==> src/rtl/dgs_pkg.sv <==
`timescale 1ns / 1ps
// ----------------------------------------------------------------------------
// Decimal glyph sequencer package
// Shared widths, register codes, the queue entry and configuration types,
// and a constant power-of-ten helper used for clamping.
// ----------------------------------------------------------------------------
package dgs_pkg;

  // Width of the input number and of its magnitude.
  localparam int unsigned MagW      = 32;
  // Decimal digits needed for any 32-bit magnitude.
  localparam int unsigned BcdDigits = 10;
  localparam int unsigned BcdW      = 4 * BcdDigits;
  // Digit index width, enough to address every decimal digit.
  localparam int unsigned IdxW      = 4;
  // Conversion step counter width (one step per magnitude bit).
  localparam int unsigned StepW     = 5;

  localparam int unsigned RegionW   = 12;
  localparam int unsigned WidthW    = 6;
  localparam int unsigned CoordW    = 11;
  localparam int unsigned XW        = 12;
  localparam int unsigned CfgDataW  = 12;
  localparam int unsigned CfgIdxW   = 2;

  // Depth of the queue between the converter and the emitter.
  localparam int unsigned FifoDepth = 2;
  localparam int unsigned FifoPtrW  = (FifoDepth > 1) ? $clog2(FifoDepth) : 1;
  localparam int unsigned FifoCntW  = $clog2(FifoDepth + 1);

  // Configuration register indexes.
  typedef enum logic [CfgIdxW-1:0] {
    CFG_DIGIT_WIDTH  = 2'd0,
    CFG_ZERO_REGION  = 2'd1,
    CFG_MINUS_REGION = 2'd2
  } cfg_idx_e;

  // Live configuration seen by the emitter.
  typedef struct packed {
    logic [WidthW-1:0]  digit_width;
    logic [RegionW-1:0] zero_region;
    logic [RegionW-1:0] minus_region;
  } cfg_t;

  // One converted number waiting to be drawn.
  typedef struct packed {
    logic [BcdW-1:0]          bcd;
    logic [IdxW-1:0]          top_idx;
    logic                     minus;
    logic signed [CoordW-1:0] left_x;
    logic signed [CoordW-1:0] top_y;
  } entry_t;

  // Ten to the power n, evaluated at elaboration.
  function automatic logic [63:0] pow10(input int unsigned n);
    logic [63:0] acc;
    acc = 64'd1;
    for (int unsigned i = 0; i < n; i++) begin
      acc = acc * 64'd10;
    end
    return acc;
  endfunction

endpackage

==> src/rtl/dgs_front.sv <==
`timescale 1ns / 1ps
// ----------------------------------------------------------------------------
// Decimal glyph sequencer front end
// Accepts a number, clamps its magnitude by mode, converts it to BCD with a
// bit-serial shift-and-add-three loop and pushes the result into the queue.
// ----------------------------------------------------------------------------
module dgs_front #(
  parameter int unsigned INT_DIGITS   = 10,
  parameter int unsigned SCORE_DIGITS = 6
) (
  input  logic                              clk_i,
  input  logic                              rst_ni,
  input  logic                              in_valid_i,
  output logic                              in_stall_o,
  input  logic                              mode_i,
  input  logic signed [dgs_pkg::MagW-1:0]   number_i,
  input  logic signed [dgs_pkg::CoordW-1:0] left_x_i,
  input  logic signed [dgs_pkg::CoordW-1:0] top_y_i,
  output logic                              push_o,
  input  logic                              full_i,
  output dgs_pkg::entry_t                   entry_o
);
  import dgs_pkg::*;

  localparam logic [63:0]     IntMax    = pow10(INT_DIGITS) - 64'd1;
  localparam logic [63:0]     ScoreMax  = pow10(SCORE_DIGITS) - 64'd1;
  localparam logic [IdxW-1:0] ScoreTop  = IdxW'(SCORE_DIGITS - 1);
  localparam logic [StepW-1:0] LastStep = StepW'(MagW - 1);

  typedef enum logic [2:0] {
    F_IDLE = 3'b001,
    F_CONV = 3'b010,
    F_PUSH = 3'b100
  } front_state_e;

  front_state_e state_q, state_d;
  logic [StepW-1:0] step_q, step_d;

  logic [MagW-1:0]          mag_q, mag_d;
  logic [BcdW-1:0]          bcd_q, bcd_d;
  logic                     mode_q, mode_d;
  logic                     minus_q, minus_d;
  logic signed [CoordW-1:0] x_q, x_d;
  logic signed [CoordW-1:0] y_q, y_d;

  logic            accept;
  logic            neg;
  logic [MagW-1:0] raw;
  logic [MagW-1:0] abs_val;
  logic [MagW-1:0] mag_in;
  logic [BcdW-1:0] bcd_adj;
  logic [IdxW-1:0] top_idx;

  // Only an idle front end takes a new number.
  assign in_stall_o = (state_q != F_IDLE);
  assign accept     = in_valid_i && !in_stall_o;

  // Magnitude and clamping for both modes.
  always_comb begin
    raw     = number_i;
    neg     = raw[MagW-1];
    abs_val = neg ? (~raw + MagW'(1)) : raw;
    if (!mode_i) begin
      mag_in = ({32'd0, abs_val} > IntMax) ? IntMax[MagW-1:0] : abs_val;
    end else if (neg) begin
      mag_in = '0;
    end else begin
      mag_in = ({32'd0, raw} > ScoreMax) ? ScoreMax[MagW-1:0] : raw;
    end
  end

  // Add three to every digit of five or more before the next shift.
  always_comb begin
    for (int i = 0; i < BcdDigits; i++) begin
      bcd_adj[4*i +: 4] = (bcd_q[4*i +: 4] >= 4'd5) ? (bcd_q[4*i +: 4] + 4'd3)
                                                    : bcd_q[4*i +: 4];
    end
  end

  // Number of digits to print, as the index of the leading digit.
  always_comb begin
    top_idx = '0;
    for (int i = 1; i < BcdDigits; i++) begin
      if (bcd_q[4*i +: 4] != 4'd0) begin
        top_idx = IdxW'(i);
      end
    end
    if (mode_q) begin
      top_idx = ScoreTop;
    end
  end

  // Control sequencing.
  always_comb begin
    state_d = state_q;
    step_d  = step_q;
    mag_d   = mag_q;
    bcd_d   = bcd_q;
    mode_d  = mode_q;
    minus_d = minus_q;
    x_d     = x_q;
    y_d     = y_q;
    push_o  = 1'b0;
    case (state_q)
      F_IDLE: begin
        if (accept) begin
          mag_d   = mag_in;
          bcd_d   = '0;
          mode_d  = mode_i;
          minus_d = !mode_i && neg;
          x_d     = left_x_i;
          y_d     = top_y_i;
          step_d  = '0;
          state_d = F_CONV;
        end
      end
      F_CONV: begin
        bcd_d  = {bcd_adj[BcdW-2:0], mag_q[MagW-1]};
        mag_d  = {mag_q[MagW-2:0], 1'b0};
        step_d = step_q + StepW'(1);
        if (step_q == LastStep) begin
          state_d = F_PUSH;
        end
      end
      F_PUSH: begin
        if (!full_i) begin
          push_o  = 1'b1;
          state_d = F_IDLE;
        end
      end
      default: begin
        state_d = F_IDLE;
      end
    endcase
  end

  assign entry_o.bcd     = bcd_q;
  assign entry_o.top_idx = top_idx;
  assign entry_o.minus   = minus_q;
  assign entry_o.left_x  = x_q;
  assign entry_o.top_y   = y_q;

  // Control registers.
  always_ff @(posedge clk_i or negedge rst_ni) begin
    if (!rst_ni) begin
      state_q <= F_IDLE;
      step_q  <= '0;
    end else begin
      state_q <= state_d;
      step_q  <= step_d;
    end
  end

  // Datapath registers.
  always_ff @(posedge clk_i) begin
    mag_q   <= mag_d;
    bcd_q   <= bcd_d;
    mode_q  <= mode_d;
    minus_q <= minus_d;
    x_q     <= x_d;
    y_q     <= y_d;
  end

endmodule

==> src/rtl/dgs_fifo.sv <==
`timescale 1ns / 1ps
// ----------------------------------------------------------------------------
// Decimal glyph sequencer queue
// Short first-in first-out buffer of converted numbers between the front end
// and the glyph emitter.
// ----------------------------------------------------------------------------
module dgs_fifo (
  input  logic            clk_i,
  input  logic            rst_ni,
  input  logic            push_i,
  input  dgs_pkg::entry_t wdata_i,
  output logic            full_o,
  input  logic            pop_i,
  output dgs_pkg::entry_t rdata_o,
  output logic            empty_o
);
  import dgs_pkg::*;

  entry_t                slot_q [FifoDepth];
  logic [FifoPtrW-1:0]   wr_ptr_q, wr_ptr_d;
  logic [FifoPtrW-1:0]   rd_ptr_q, rd_ptr_d;
  logic [FifoCntW-1:0]   cnt_q, cnt_d;
  logic                  do_push, do_pop;

  assign full_o  = (cnt_q == FifoCntW'(FifoDepth));
  assign empty_o = (cnt_q == '0);
  assign do_push = push_i && !full_o;
  assign do_pop  = pop_i && !empty_o;
  assign rdata_o = slot_q[rd_ptr_q];

  // Pointer and occupancy update.
  always_comb begin
    wr_ptr_d = wr_ptr_q;
    rd_ptr_d = rd_ptr_q;
    cnt_d    = cnt_q;
    if (do_push) begin
      wr_ptr_d = (wr_ptr_q == FifoPtrW'(FifoDepth - 1)) ? '0 : wr_ptr_q + FifoPtrW'(1);
    end
    if (do_pop) begin
      rd_ptr_d = (rd_ptr_q == FifoPtrW'(FifoDepth - 1)) ? '0 : rd_ptr_q + FifoPtrW'(1);
    end
    if (do_push && !do_pop) begin
      cnt_d = cnt_q + FifoCntW'(1);
    end else if (do_pop && !do_push) begin
      cnt_d = cnt_q - FifoCntW'(1);
    end
  end

  always_ff @(posedge clk_i or negedge rst_ni) begin
    if (!rst_ni) begin
      wr_ptr_q <= '0;
      rd_ptr_q <= '0;
      cnt_q    <= '0;
    end else begin
      wr_ptr_q <= wr_ptr_d;
      rd_ptr_q <= rd_ptr_d;
      cnt_q    <= cnt_d;
    end
  end

  // Entry storage.
  always_ff @(posedge clk_i) begin
    if (do_push) begin
      slot_q[wr_ptr_q] <= wdata_i;
    end
  end

endmodule

==> src/rtl/dgs_back.sv <==
`timescale 1ns / 1ps
// ----------------------------------------------------------------------------
// Decimal glyph sequencer emitter
// Takes one converted number from the queue and sends its glyphs out one per
// transaction: the minus sign if any, then the digits from the leading one.
// ----------------------------------------------------------------------------
module dgs_back (
  input  logic                               clk_i,
  input  logic                               rst_ni,
  input  dgs_pkg::cfg_t                      cfg_i,
  input  logic                               empty_i,
  input  dgs_pkg::entry_t                    entry_i,
  output logic                               pop_o,
  output logic                               out_valid_o,
  input  logic                               out_stall_i,
  output logic [dgs_pkg::RegionW-1:0]        region_id_o,
  output logic signed [dgs_pkg::XW-1:0]      glyph_x_o,
  output logic signed [dgs_pkg::CoordW-1:0]  glyph_y_o,
  output logic                               last_o
);
  import dgs_pkg::*;

  typedef enum logic [1:0] {
    B_IDLE = 2'b01,
    B_RUN  = 2'b10
  } back_state_e;

  back_state_e state_q, state_d;
  logic        out_valid_q, out_valid_d;

  logic [BcdW-1:0]          bcd_q, bcd_d;
  logic [IdxW-1:0]          idx_q, idx_d;
  logic                     minus_q, minus_d;
  logic [XW-1:0]            x_q, x_d;
  logic signed [CoordW-1:0] y_q, y_d;

  logic [RegionW-1:0]       region_q, region_d;
  logic [XW-1:0]            gx_q, gx_d;
  logic signed [CoordW-1:0] gy_q, gy_d;
  logic                     last_q, last_d;

  logic       out_free;
  logic       emit;
  logic [3:0] digit;

  assign out_free = !out_valid_q || !out_stall_i;
  assign emit     = (state_q == B_RUN) && out_free;
  assign pop_o    = (state_q == B_IDLE) && !empty_i;
  assign digit    = bcd_q[{idx_q, 2'b00} +: 4];

  // Glyph sequencing.
  always_comb begin
    state_d     = state_q;
    out_valid_d = out_valid_q;
    bcd_d       = bcd_q;
    idx_d       = idx_q;
    minus_d     = minus_q;
    x_d         = x_q;
    y_d         = y_q;
    region_d    = region_q;
    gx_d        = gx_q;
    gy_d        = gy_q;
    last_d      = last_q;
    if (out_valid_q && !out_stall_i) begin
      out_valid_d = 1'b0;
    end
    case (state_q)
      B_IDLE: begin
        if (pop_o) begin
          bcd_d   = entry_i.bcd;
          idx_d   = entry_i.top_idx;
          minus_d = entry_i.minus;
          x_d     = XW'(entry_i.left_x);
          y_d     = entry_i.top_y;
          state_d = B_RUN;
        end
      end
      B_RUN: begin
        if (emit) begin
          out_valid_d = 1'b1;
          gx_d        = x_q;
          gy_d        = y_q;
          x_d         = x_q + {{(XW-WidthW){1'b0}}, cfg_i.digit_width};
          if (minus_q) begin
            region_d = cfg_i.minus_region;
            last_d   = 1'b0;
            minus_d  = 1'b0;
          end else begin
            region_d = cfg_i.zero_region + {{(RegionW-4){1'b0}}, digit};
            last_d   = (idx_q == '0);
            idx_d    = idx_q - IdxW'(1);
            if (idx_q == '0) begin
              state_d = B_IDLE;
            end
          end
        end
      end
      default: begin
        state_d = B_IDLE;
      end
    endcase
  end

  assign out_valid_o = out_valid_q;
  assign region_id_o = region_q;
  assign glyph_x_o   = gx_q;
  assign glyph_y_o   = gy_q;
  assign last_o      = last_q;

  // Control registers.
  always_ff @(posedge clk_i or negedge rst_ni) begin
    if (!rst_ni) begin
      state_q     <= B_IDLE;
      out_valid_q <= 1'b0;
    end else begin
      state_q     <= state_d;
      out_valid_q <= out_valid_d;
    end
  end

  // Datapath and output registers.
  always_ff @(posedge clk_i) begin
    bcd_q    <= bcd_d;
    idx_q    <= idx_d;
    minus_q  <= minus_d;
    x_q      <= x_d;
    y_q      <= y_d;
    region_q <= region_d;
    gx_q     <= gx_d;
    gy_q     <= gy_d;
    last_q   <= last_d;
  end

endmodule

==> src/rtl/decimal_digit_glyph_sequencer_core.sv <==
`timescale 1ns / 1ps
// ----------------------------------------------------------------------------
// Decimal digit glyph sequencer
// Turns a signed number into a run of glyph draws (region id, x, y, last).
// ----------------------------------------------------------------------------
// Usage:
//   The input channel (in_valid_i / in_stall_o) takes one number per
//   transaction with its mode and start position. The output channel
//   (out_valid_o / out_stall_i) gives one glyph per transaction; last_o marks
//   the final glyph of a number: an optional minus sign, then the digits.
//   The front end accepts a number, converts it with the bit-serial binary
//   to BCD loop and enters it into the queue; it takes no new number until
//   then. After a fetch from the queue the emitter offers one glyph per cycle
//   while the output does not stall; the conversion loop sets the sustained
//   rate of numbers, and a two-entry queue lets the next conversion overlap.
//   A stall on the output holds the glyph register; the emitter, the queue
//   and the front end fill up behind it and the input stalls.
//   Reset empties the queue and loads the default configuration. Write
//   configuration only while the block is idle.
// ----------------------------------------------------------------------------
module decimal_digit_glyph_sequencer_core #(
  parameter int unsigned INT_DIGITS   = 10,
  parameter int unsigned SCORE_DIGITS = 6
) (
  input  logic                                clk_i,
  input  logic                                rst_ni,
  input  logic                                cfg_we_i,
  input  logic [dgs_pkg::CfgIdxW-1:0]         cfg_index_i,
  input  logic [dgs_pkg::CfgDataW-1:0]        cfg_wdata_i,
  input  logic                                in_valid_i,
  output logic                                in_stall_o,
  input  logic                                mode_i,
  input  logic signed [dgs_pkg::MagW-1:0]     number_i,
  input  logic signed [dgs_pkg::CoordW-1:0]   left_x_i,
  input  logic signed [dgs_pkg::CoordW-1:0]   top_y_i,
  output logic                                out_valid_o,
  input  logic                                out_stall_i,
  output logic [dgs_pkg::RegionW-1:0]         region_id_o,
  output logic signed [dgs_pkg::XW-1:0]       glyph_x_o,
  output logic signed [dgs_pkg::CoordW-1:0]   glyph_y_o,
  output logic                                last_o
);
  import dgs_pkg::*;

  cfg_t   cfg_q;
  entry_t push_entry;
  entry_t pop_entry;
  logic   push, full, pop, empty;

  // Configuration registers.
  always_ff @(posedge clk_i or negedge rst_ni) begin
    if (!rst_ni) begin
      cfg_q.digit_width  <= WidthW'(22);
      cfg_q.zero_region  <= RegionW'(11);
      cfg_q.minus_region <= RegionW'(10);
    end else if (cfg_we_i) begin
      case (cfg_idx_e'(cfg_index_i))
        CFG_DIGIT_WIDTH:  cfg_q.digit_width  <= cfg_wdata_i[WidthW-1:0];
        CFG_ZERO_REGION:  cfg_q.zero_region  <= cfg_wdata_i[RegionW-1:0];
        CFG_MINUS_REGION: cfg_q.minus_region <= cfg_wdata_i[RegionW-1:0];
        default: begin
        end
      endcase
    end
  end

  dgs_front #(
    .INT_DIGITS   (INT_DIGITS),
    .SCORE_DIGITS (SCORE_DIGITS)
  ) u_front (
    .clk_i      (clk_i),
    .rst_ni     (rst_ni),
    .in_valid_i (in_valid_i),
    .in_stall_o (in_stall_o),
    .mode_i     (mode_i),
    .number_i   (number_i),
    .left_x_i   (left_x_i),
    .top_y_i    (top_y_i),
    .push_o     (push),
    .full_i     (full),
    .entry_o    (push_entry)
  );

  dgs_fifo u_fifo (
    .clk_i   (clk_i),
    .rst_ni  (rst_ni),
    .push_i  (push),
    .wdata_i (push_entry),
    .full_o  (full),
    .pop_i   (pop),
    .rdata_o (pop_entry),
    .empty_o (empty)
  );

  dgs_back u_back (
    .clk_i       (clk_i),
    .rst_ni      (rst_ni),
    .cfg_i       (cfg_q),
    .empty_i     (empty),
    .entry_i     (pop_entry),
    .pop_o       (pop),
    .out_valid_o (out_valid_o),
    .out_stall_i (out_stall_i),
    .region_id_o (region_id_o),
    .glyph_x_o   (glyph_x_o),
    .glyph_y_o   (glyph_y_o),
    .last_o      (last_o)
  );

endmodule
==> config.mk <==
export PLATFORM = sky130hd
export DESIGN_NAME = decimal_digit_glyph_sequencer_core
export DESIGN_NICKNAME = d
export VERILOG_FILES = /design/src/rtl/dgs_pkg.sv /design/src/rtl/dgs_front.sv /design/src/rtl/dgs_fifo.sv /design/src/rtl/dgs_back.sv /design/src/rtl/decimal_digit_glyph_sequencer_core.sv
export SDC_FILE = /design/constraint.sdc
export NUM_CORES = 1
export LEC_CHECK = 0
export BUFFER_PORTS_ARGS = -buffer_cell sky130_fd_sc_hd__buf_2
export CORE_MARGIN = 3
export CORE_UTILIZATION = 35
export CTS_CLUSTER_DIAMETER = 150
export DETAILED_ROUTE_END_ITERATION = 8
export PLACE_DENSITY = 0.48
export SYNTH_ARGS = -nofsm -noshare
export SYNTH_HDL_FRONTEND = slang
export SYNTH_SLANG_ARGS = --single-unit
==> constraint.sdc <==
create_clock -name clk_i -period 8.05 [get_ports clk_i]
set_clock_uncertainty 0.15 [all_clocks]
set_input_delay 2.415 -clock clk_i [delete_from_list [all_inputs] [get_ports clk_i]]
set_output_delay 2.415 -clock clk_i [all_outputs]
set_load 0.02 [all_outputs]
==> results.sh <==
export IMPL_start_util_pct=35.9
export IMPL_finalCriticalPeriod_ns=4.52
export IMPL_detailedRoute_firstPassIterationCount=4
export IMPL_worstPathMaxFanout=8
export IMPL_placement_io_buffers=111
export IMPL_tritoncts="yes"
export IMPL_post_route_cells_drive_above_1_share_pct=23.7
export IMPL_netlist_top_cells_count="334 x sky130_fd_sc_hd__edfxtp_1, 84 x sky130_fd_sc_hd__mux2_2, 80 x sky130_fd_sc_hd__nor2_1"
export IMPL_count_of_synthesis_stage_warnings_from_yosys=0
export IMPL_iteration_0_drc_markers=529
export IMPL_clock_fmax_mhz=221
export IMPL_post_route_period_util_pct=56.2
export IMPL_synth_ff_latch_count=379
export IMPL_detail_route_drc_violations=0
export IMPL_synth_seq_area_share_pct=67.6
export IMPL_power_density_nw_per_um2=362
export IMPL_cap_violations=0
export IMPL_timing_rr_end="u_back.region_id_o[5]"
export IMPL_power_leakage_nw=6.84
export IMPL_cp_depth=8
export IMPL_syn_nets=1269
export IMPL_max_incr_delay_on_cp_ns=0.76
export IMPL_crit_path_end_kind="flop"
export IMPL_setup_repair_after_global_routing_missed_its_margin="false"
export IMPL_maxSlewViolCount=0
export IMPL_cts_buffers=43
export IMPL_crit_slowest_cell="sky130_fd_sc_hd__or4_1"
export IMPL_timing_worst_slew_pin_value_ns=1.08
export IMPL_cts_max_level=2
export IMPL_cts_post_setup_buffers_inserted=0
export IMPL_avgSynthCellArea_um2=14.3
export IMPL_timing_critical_path_from_type="primary input"
export IMPL_timing_critical_path_max_delay_family="simple AND/OR/NAND/NOR gates"
export IMPL_ir_drop_v=0.000278
export IMPL_placement_rows=78
export IMPL_dieArea_um2=49900
export IMPL_fin_cells=1913
export IMPL_route_detailed_wl_per_inst_um=17.3
export IMPL_number_of_antenna_violations_at_the_first_check_in_global_routing=0
export IMPL_areaGrowthSynthToFinish_pct=16.1
export IMPL_setup_viol=0
export IMPL_place_detailed_hpwl_mm=21.0
export IMPL_yosysTopAreaCell="sky130_fd_sc_hd__edfxtp_1"
export IMPL_cts_root_buffer_cell="sky130_fd_sc_hd__clkbuf_16"
export IMPL_placedInstanceArea_um2=17800
export IMPL_finish_utilization_pct=41.7
export IMPL_grt_pass1_vias=9505
export IMPL_via_count=9359
export IMPL_placed_cells_incl_taps=1835
export IMPL_final_nets=1394
export IMPL_drt_wl_total_mm=33.2
export IMPL_cell_area_synth_um2=16500
export IMPL_synthesis_instances=1155
export IMPL_routabilityCongestion=0.767
export IMPL_final_hold_viols=0
export IMPL_dp_slack_ns=2.96
export IMPL_global_route_usage_total_pct=13.2
export IMPL_overflow=0
export IMPL_dieWidth_um=223
export IMPL_cts_reportedPaths_clkPinSlew_ns=0.06
export IMPL_postCtsHoldBufs=0
export IMPL_viasPerCell=4.89
export IMPL_fp_coreArea_um2=46000
export IMPL_finalInstanceArea_um2=19200
export IMPL_yosys_cell_count_top_type="sky130_fd_sc_hd__edfxtp_1"
export IMPL_yosys_area_top_type_share_pct=60.7
export IMPL_postLayoutSetupSlackWorst_ns=3.53
export IMPL_synth_top_cells_by_area="sky130_fd_sc_hd__edfxtp_1 61%, sky130_fd_sc_hd__mux2_2 5.7%, sky130_fd_sc_hd__dfrtp_1 5.3%, sky130_fd_sc_hd__ha_1 2.9%, sky130_fd_sc_hd__xor2_1 2.2%"
export IMPL_antennaDiodeCount=0
export IMPL_postSynth_asyncResetShare_pct=11.9
export IMPL_num_io_pins=112
export IMPL_clock_insertion_delay_worst_skew_ns=0.56
export IMPL_crit_buf_inv=2
export IMPL_max_clock_path_buffers=3
export IMPL_regToRegSetupSlack_ns=4.21
export IMPL_drt_antenna_violating_nets=0
export IMPL_hold_path_class="reg -> reg"
export IMPL_grt_max_degree=75
export IMPL_finalHoldWorstSlack_ns=0.265
export IMPL_synth_lib_cells_used_distinct=62
export IMPL_timing_critical_path_arrival_ns=4.65
export IMPL_slew_headroom_pct=27.8
export IMPL_grt_first_pass_wirelength_mm=52.7
export IMPL_worst_r2r_cell_count=10
export IMPL_run_status="finished, final reports clean"
export IMPL_worstSetupEndpoint="u_front.mag_q[26]"
export IMPL_crit_reg2reg_launch="u_back.idx_q[0]"
export IMPL_ordered_cell_list_for_the_critical_path="buf_2 -> inv_1 -> ha_1 -> or3b_4 -> or4_1 -> o41ai_4 -> xor2_1 -> o31ai_1"
export IMPL_total_power_mw=6.94
export IMPL_numClockSinks=379
export IMPL_critical_path_class="in -> reg"
export IMPL_required_ns=8.18
export IMPL_cts_repair_resized=0
export IMPL_tns_setup_ns=0
export IMPL_crit_path_start="number_i[0]"
export IMPL_synth_top_flop_cell="sky130_fd_sc_hd__edfxtp_1"
export IMPL_synth_edf_count=334
export IMPL_die_height_um=223
-- worst min path at each step --
stage / depth (start not counted) / from / slack, ns / to
4_1_cts: 0 / u_back.y_q[1] / 0.26 / u_back.glyph_y_o[1]
6_report: 0 / u_back.y_q[10] / 0.27 / u_back.glyph_y_o[10]
3_3_place_gp: 0 / u_back.y_q[9] / 0.25 / u_back.glyph_y_o[9]
2_1_floorplan: 0 / u_back.y_q[0] / 0.25 / u_back.glyph_y_o[0]
3_5_place_dp: 0 / u_back.y_q[10] / 0.25 / u_back.glyph_y_o[10]
5_1_grt: 0 / u_back.y_q[9] / 0.27 / u_back.glyph_y_o[9]
-- cell type report --
class | count | area [um2]
timing repair buffer | 125 | 661
clock inverter | 22 | 239
inverter | 37 | 139
multi-input combinational | 694 | 5080
sequential | 379 | 11200
fill | 4228 | 26800
tap | 600 | 751
clock buffer | 56 | 1150
-- layer usage --
layer,GRT usage (%),part of all wire (%),vias up
met5,0,0,-
met4,4.22,2.1,0
met3,2.33,3.6,46
met2,21.7,48,138
met1,17.9,47,4588
li1,-,-,4587
-- cells by family after synthesis --
group | after synthesis | synth area share (%)
muxes | 114 | 8.07
buffers and inverters | 82 | 1.95
xor gates and xnor gates | 58 | 3.07
adders and majority gates | 40 | 3.12
DFF | 379 | 67.6
AOI/OAI and AO/OA | 198 | 7.72
and+or+nand+nor | 284 | 8.48
-- layout by cell type (no fill, tap or decap), types with 7 or more instances in the layout --
cell	synthesis	final
sky130_fd_sc_hd__mux2_2	84	84
sky130_fd_sc_hd__o21ai_0	57	57
sky130_fd_sc_hd__or2_2	8	7
sky130_fd_sc_hd__clkinv_1	0	9
sky130_fd_sc_hd__nand2_1	79	78
sky130_fd_sc_hd__or3_1	11	11
sky130_fd_sc_hd__inv_1	37	36
sky130_fd_sc_hd__ha_1	38	38
sky130_fd_sc_hd__nand3_1	11	11
sky130_fd_sc_hd__mux2i_1	23	23
sky130_fd_sc_hd__xor2_1	41	41
sky130_fd_sc_hd__a21oi_1	49	49
sky130_fd_sc_hd__nor3_1	19	19
sky130_fd_sc_hd__nor2b_1	18	17
sky130_fd_sc_hd__mux4_2	7	7
sky130_fd_sc_hd__clkbuf_16	0	44
sky130_fd_sc_hd__buf_2	0	111
sky130_fd_sc_hd__a31oi_1	10	10
sky130_fd_sc_hd__nor2_1	80	80
sky130_fd_sc_hd__clkbuf_1	34	12
sky130_fd_sc_hd__nand2b_1	16	16
sky130_fd_sc_hd__a211oi_1	12	12
sky130_fd_sc_hd__edfxtp_1	334	334
sky130_fd_sc_hd__xnor2_1	17	17
sky130_fd_sc_hd__o31ai_1	23	23
sky130_fd_sc_hd__dfrtp_1	35	34
sky130_fd_sc_hd__dfstp_2	10	10
sky130_fd_sc_hd__buf_4	0	14
sky130_fd_sc_hd__nor4_1	7	7
-- power breakdown --
part | switching, mW | internal [mW] | total (mW)
sequential | 0.346 | 2.87 | 3.22
clock | 0.761 | 1.16 | 1.92
combinational | 1.08 | 0.713 | 1.80
total | 2.19 | 4.75 | 6.94
-- sequential cells by signal, indices dropped and copies added, names as in the netlist, 2 cells and up --
register            flops
u_fifo.slot_q         134
cfg_q                  30
u_back.glyph_x_o       12
u_front.step_q          5
u_back.state_q          2
u_back.region_id_o     12
u_back.glyph_y_o       11
u_back.idx_q            4
u_fifo.cnt_q            2
u_front.bcd_q          40
u_front.mag_q          32
u_front.x_q            11
u_back.bcd_q           40
u_back.x_q             12
u_front.y_q            11
u_back.y_q             11
u_front.state_q         3
No activity file was read; power rests on OpenSTA's default activity.
